--- src/hw/rtl/lcs_pkg.sv ---
// Shared types, constants and fixed-point helpers of the Langevin chain step unit.
`default_nettype none

package lcs_pkg;

	// Sizing of the chain and of the fixed-point format
	localparam int MAX_PARTICLES = 64;
	localparam int FRAC_BITS     = 16;
	localparam int IDX_W         = $clog2(MAX_PARTICLES);
	localparam int NW            = IDX_W + 1;
	localparam int PCOUNT_W      = 7;
	localparam int CFG_IDX_W     = 3;
	localparam int CFG_DATA_W    = 31;

	// Reciprocal unit: two quotient bits per stage
	localparam int DIV_BITS   = 2 * FRAC_BITS;
	localparam int DIV_STAGES = DIV_BITS / 2;

	// Latencies: force pipe (input, divider, select, five multiplies, sum) and update pipe
	localparam int FORCE_LAT = DIV_STAGES + 8;
	localparam int UPD_LAT   = 4;
	localparam int RING_LEN  = MAX_PARTICLES + FORCE_LAT + 1 + UPD_LAT;
	localparam int CNT_W     = $clog2(RING_LEN);

	// Request modes
	localparam logic [1:0] MODE_STEP  = 2'd0;
	localparam logic [1:0] MODE_WRITE = 2'd1;
	localparam logic [1:0] MODE_READ  = 2'd2;
	localparam logic [1:0] MODE_NONE  = 2'd3;

	// Register indexes
	localparam logic [CFG_IDX_W-1:0] CFG_PCOUNT   = 3'd0;
	localparam logic [CFG_IDX_W-1:0] CFG_STEP     = 3'd1;
	localparam logic [CFG_IDX_W-1:0] CFG_NOISE    = 3'd2;
	localparam logic [CFG_IDX_W-1:0] CFG_COUPLING = 3'd3;
	localparam logic [CFG_IDX_W-1:0] CFG_SPACING  = 3'd4;
	localparam logic [CFG_IDX_W-1:0] CFG_BOUNDARY = 3'd5;
	localparam logic [CFG_IDX_W-1:0] CFG_DAMPING  = 3'd6;

	localparam logic signed [63:0] Q_MAX = 64'sd2147483647;
	localparam logic signed [63:0] Q_MIN = -64'sd2147483648;

	typedef struct packed {
		logic [1:0]        mode;
		logic [5:0]        particle_index;
		logic signed [31:0] write_position;
		logic signed [31:0] write_velocity;
		logic signed [31:0] left_noise;
		logic signed [31:0] right_noise;
	} req_t;

	typedef struct packed {
		logic signed [31:0] read_position;
		logic signed [31:0] read_velocity;
	} res_t;

	typedef struct packed {
		logic signed [31:0] x;
		logic signed [31:0] v;
	} particle_t;

	typedef struct packed {
		logic [PCOUNT_W-1:0] pcount;
		logic [16:0]         h_step;
		logic [16:0]         noise_scale;
		logic [30:0]         coupling;
		logic [30:0]         spacing;
		logic                boundary_fixed;
		logic                damping_on;
	} cfg_t;

	// Per-particle controls for the update pipe
	typedef struct packed {
		logic act;
		logic end_l;
		logic end_r;
		logic use_l;
		logic use_r;
		logic damp;
	} upd_ctl_t;

	// Clamp a wide value to the signed 32-bit range
	function automatic logic signed [31:0] sat32(input logic signed [63:0] val);
		logic signed [31:0] r;
		if (val > Q_MAX) begin
			r = 32'sh7fffffff;
		end else if (val < Q_MIN) begin
			r = 32'sh80000000;
		end else begin
			r = val[31:0];
		end
		return r;
	endfunction

	// Fixed-point product: floor shift, then clamp
	function automatic logic signed [31:0] mulq(input logic signed [31:0] a,
			input logic signed [31:0] b);
		logic signed [63:0] p;
		p = 64'(a) * 64'(b);
		return sat32(p >>> FRAC_BITS);
	endfunction

endpackage

`default_nettype wire

--- src/hw/rtl/lcs_cell.sv ---
// One chain cell: holds the displacement and velocity of one particle.
`default_nettype none

module lcs_cell (
	input  logic                clk,
	input  logic                arst_n,
	input  logic                shift,
	input  lcs_pkg::particle_t  d,
	output lcs_pkg::particle_t  q
);
	import lcs_pkg::*;

	particle_t part_q;

	// Take the neighbor's particle on every shift
	always_ff @(posedge clk or negedge arst_n) begin
		if (!arst_n) begin
			part_q <= '0;
		end else if (shift) begin
			part_q <= d;
		end
	end

	assign q = part_q;

endmodule

`default_nettype wire

--- config.mk ---
export PLATFORM = sky130hd
export DESIGN_NAME = lcs_cell
export DESIGN_NICKNAME = d
export VERILOG_FILES = /design/src/hw/rtl/lcs_pkg.sv /design/src/hw/rtl/lcs_cell.sv
export SDC_FILE = /design/constraint.sdc
export NUM_CORES = 1
export LEC_CHECK = 0
export BUFFER_PORTS_ARGS = -buffer_cell sky130_fd_sc_hd__buf_2
export CORE_UTILIZATION = 46
export CTS_CLUSTER_SIZE = 30
export DETAILED_ROUTE_END_ITERATION = 8
export GPL_ROUTABILITY_DRIVEN = 0
export PLACE_DENSITY = 0.84
export SYNTH_ARGS = -nofsm -noshare
export SYNTH_HDL_FRONTEND = slang
export SYNTH_SLANG_ARGS = --single-unit
--- constraint.sdc ---
create_clock -name clk -period 1 [get_ports clk]
set_input_delay 0.2 -clock clk [delete_from_list [all_inputs] [get_ports clk]]
set_output_delay 0.2 -clock clk [all_outputs]
set_load 0.05 [all_outputs]
==> Word-level counts from Yosys, hierarchy flattened <==
Index checks and enable logic that the tools add are counted.
{ "word_totals": {"ff_bits": 64, "latch_bits": 0, "mem_bits_rw": 0, "mem_bits_ro": 0, "input_bits": 67, "elab_cells": 2, "mem_count": 0} }
{ "op_classes": {"addsub": 0, "mul": 0, "div_mod_pow": 0, "n_lt_le_gt_ge": 0, "eq_ne": 0, "n_shift": 0, "mux": 0, "bitwise_logic": 0, "n_reduce_logical": 0} }

==> Depth between registers and ports, before layout <==
{ "logic_depth": {"word_depth": 0, "mapped_depth": 3} }

==> Worst setup path before layout <==
Ideal clock, no wire load.
{ "synth_timing": {"kind": "register to register", "start": "register, netlist name q[0]", "end": "register part_q, in the netlist q[0]", "setup_time_ns": 0.125, "arrival_time_ns": 0.869, "setup_slack_ns": 0.006, "path_stages_with_launch": 2, "path_buffers": 0, "synth_period_minus_slack_ns": 0.994, "path_cell_list": "dfrtp_1 > mux2_4"} }
{ "synth_lines": {"columns": ["item", "line_no", "rtl"], "rows": [
  ["end signal: assignment", "lcs_cell.sv:18", "part_q <= '0;"],
  ["end signal: assignment", "lcs_cell.sv:20", "part_q <= d;"],
  ["end: declaration", "lcs_cell.sv:13", "particle_t part_q;"]
]} }

==> Worst setup path in the final report <==
{ "layout_timing": {"start": "register part_q, in the netlist q[24]", "end": "output q[24] (netlist name)"} }
{ "layout_lines": {"columns": ["item", "line_no", "rtl"], "rows": [
  ["end: declaration", "lcs_cell.sv:9", "output lcs_pkg::particle_t q"]
]} }
No word-level cell between the ends.

==> flow_metrics.py <==
metrics = {
    "status": {
        "status": "complete, but fails checks",
        "failed_checks": "setup timing",
    },
    "yosys": {
        "synth_cell_type_count": 5,
        "ys_seq_area_frac": 0.5979,
        "synthCells": 135,
        "syn_nets": 202,
        "synth_area_per_cell_um2": 19.84,
        "mappedNetlistArea_mm2": 0.002679,
        "yosys_register_bits": 64,
        "yosys_warnings": 0,
    },
    "worst_setup_path": {
        "cp.arrival_ns": 0.91,
        "path_class": "reg2out",
        "end_kind": "primary output",
        "cpLargestDelayFamily": "flip-flops",
        "crit_required_ns": 0.80,
        "crit_buf_inv": 1,
        "crit_path_max_fanout": 2,
        "crit_path_cell_trace": "buf_6",
        "slowest_stage": "dfrtp_1",
        "cp_slowest_stage_delay_ns": 0.42,
        "start_kind": "register",
    },
    "finish": {
        "final_common_cell": "buf_6",
        "drive_gt1_frac": 0.7957,
        "final_nets": 390,
        "layout_common_cells": "68 x buf_6, 65 x buf_2, 64 x dfrtp_1, 60 x mux2_4, 45 x buf_4",
        "largest_reg_flops": 64,
        "diodes": 0,
        "syn_to_final_growth_pct": 63.34,
    },
    "grt": {
        "gr-total-overflow": 0,
        "antenna_found_initial": 0,
        "grt_use_total": 0.2181,
        "grt_max_degree": 37,
        "grt_pass1_vias": 1862,
        "grt_pass1_wl_um": 9625,
    },
    "detailed_routing": {
        "via_per_inst": 4.655,
        "routed-via-count": 1862,
        "postRouteAntennaNets": 0,
        "first_pass_iters": 4,
        "routed_wl_um": 6787,
        "drtIter0Drc": 59,
        "drcViolationCount": 0,
        "wl_per_cell_um": 16.97,
    },
    "clock_tree": {
        "cts_tree": "built",
        "clkLatencyLatePin_ns": 0.32,
        "clkSinkCount": 64,
        "clockBufferDepth": 2,
        "clock-root-buffer": "clkbuf_8",
        "numCtsBuffers": 9,
        "cts.htree.levels": 3,
        "clk_pin_slew_ns": 0.07,
    },
    "floorplan": {
        "start_util": 0.4806,
        "die_y_um": 78.31,
        "coreArea_mm2": 0.005574,
        "rows": 27,
        "die_area_mm2": 0.006132,
        "die_w_um": 78.31,
        "ios": 131,
    },
    "timing": {
        "fin_crit_ns": 1.114,
        "skew_ns": 0,
        "max_freq_mhz": 897.9,
        "hold_violations": 0,
        "slew_headroom": 0.8711,
        "setup_viol": 71,
        "fin_worst_hold_slack_ns": 0.09786,
        "fin_crit_sh": 1.114,
        "rsz0062_at_grt": "true",
        "setup_slack_ns": -0.1137,
        "slew_violations": 0,
        "worstMarginPinSlew_ns": 0.1934,
    },
    "min_path": {
        "hold_path.class": "in2reg",
    },
    "power": {
        "p_leak_nw": 2.295,
        "p_per_area_mw_per_mm2": 1802,
        "peakVddDrop_mv": 1.346,
    },
    "placement": {
        "portBuffers": 130,
        "hpwl_um": 3906,
        "post-place-ws_ns": -0.04814,
    },
    "run": {
        "max-cap-violations": 0,
    },
}
-- per-layer routing --
metal  part of all wire  up-vias  routed length, µm  track usage
li1                   -      844                  -            -
met1               0.37      922               2512       0.2358
met2               0.56       85               3794       0.3991
met3              0.053       11                358      0.05465
met4              0.018        0                122      0.09815
met5                  0        -                  0            0
-- power by group --
part           leakage (nW)  internal [mW]  total (mW)  switching (mW)
Clock                 0.103           1.28        2.21           0.929
Sequential            0.748           2.85        3.06           0.212
Combinational          1.44           1.23        2.61            1.38
-- Yosys cell counts --
library cell	instances	area share
buf_12	6	0.045
buf_6	1	0.0042
dfrtp_1	64	0.60
mux2_2	4	0.017
mux2_4	60	0.34
-- final timing paths --
| kind | cells past startpoint | slack [ns] | end | from |
|---|---|---|---|---|
| max | 1 | -0.11 | q[24] | q[24]$_DFFE_PN0P_ |
| min | 2 | 0.1 | q[24]$_DFFE_PN0P_ | d[24] |
| max reg2reg | 3 | -0.04 | q[28]$_DFFE_PN0P_ | q[28]$_DFFE_PN0P_ |
| min reg2reg | 1 | 0.54 | q[43]$_DFFE_PN0P_ | q[43]$_DFFE_PN0P_ |
| max in group asynchronous | 3 | 0.39 | q[38]$_DFFE_PN0P_ | arst_n |
| min in group asynchronous | 3 | 0.40 | q[12]$_DFFE_PN0P_ | arst_n |
-- metrics by stage --
step / util / total power [mW] / cell area (µm²) / TNS (ns) / cells
CTS: 0.7432 / 7.699 / 4143 / -6.022 / 371
global placement: 0.6123 / 4.975 / 3413 / -0.6655 / 338
detailed placement: 0.6123 / 5.014 / 3413 / -1.260 / 338
floorplan: - / 4.483 / 2679 / 0 / 135
global route: 0.7850 / 8.202 / 4375 / -7.701 / 400
finish: 0.7850 / 7.885 / 4375 / -5.245 / 400
-- logic make-up after synthesis --
kind of cell | Yosys count | synth area share
buffers and inverters | 7 | 0.04904
flip-flops | 64 | 0.5979
multiplexers | 64 | 0.3531
-- final cells by class --
type	instances	area [µm²]
multi-input cells	64	945.9
flip-flops and latches	64	1602
fillers	305	1199
well taps	72	90.09
clock buffers	13	158.9
repair buffers	184	1539
clock inverters	3	40.04
-- timing repair --
item / CTS / global route
buffers inserted: 16 / 29
gates resized for setup: 128 / 4
endpoints found under the hold margin: 64 / 0
endpoints found under the setup margin: 64 / 64
hold buffers: 1 / 0
gates cloned: 0 / 0
Note: power is estimated with default switching activity, not from simulation.
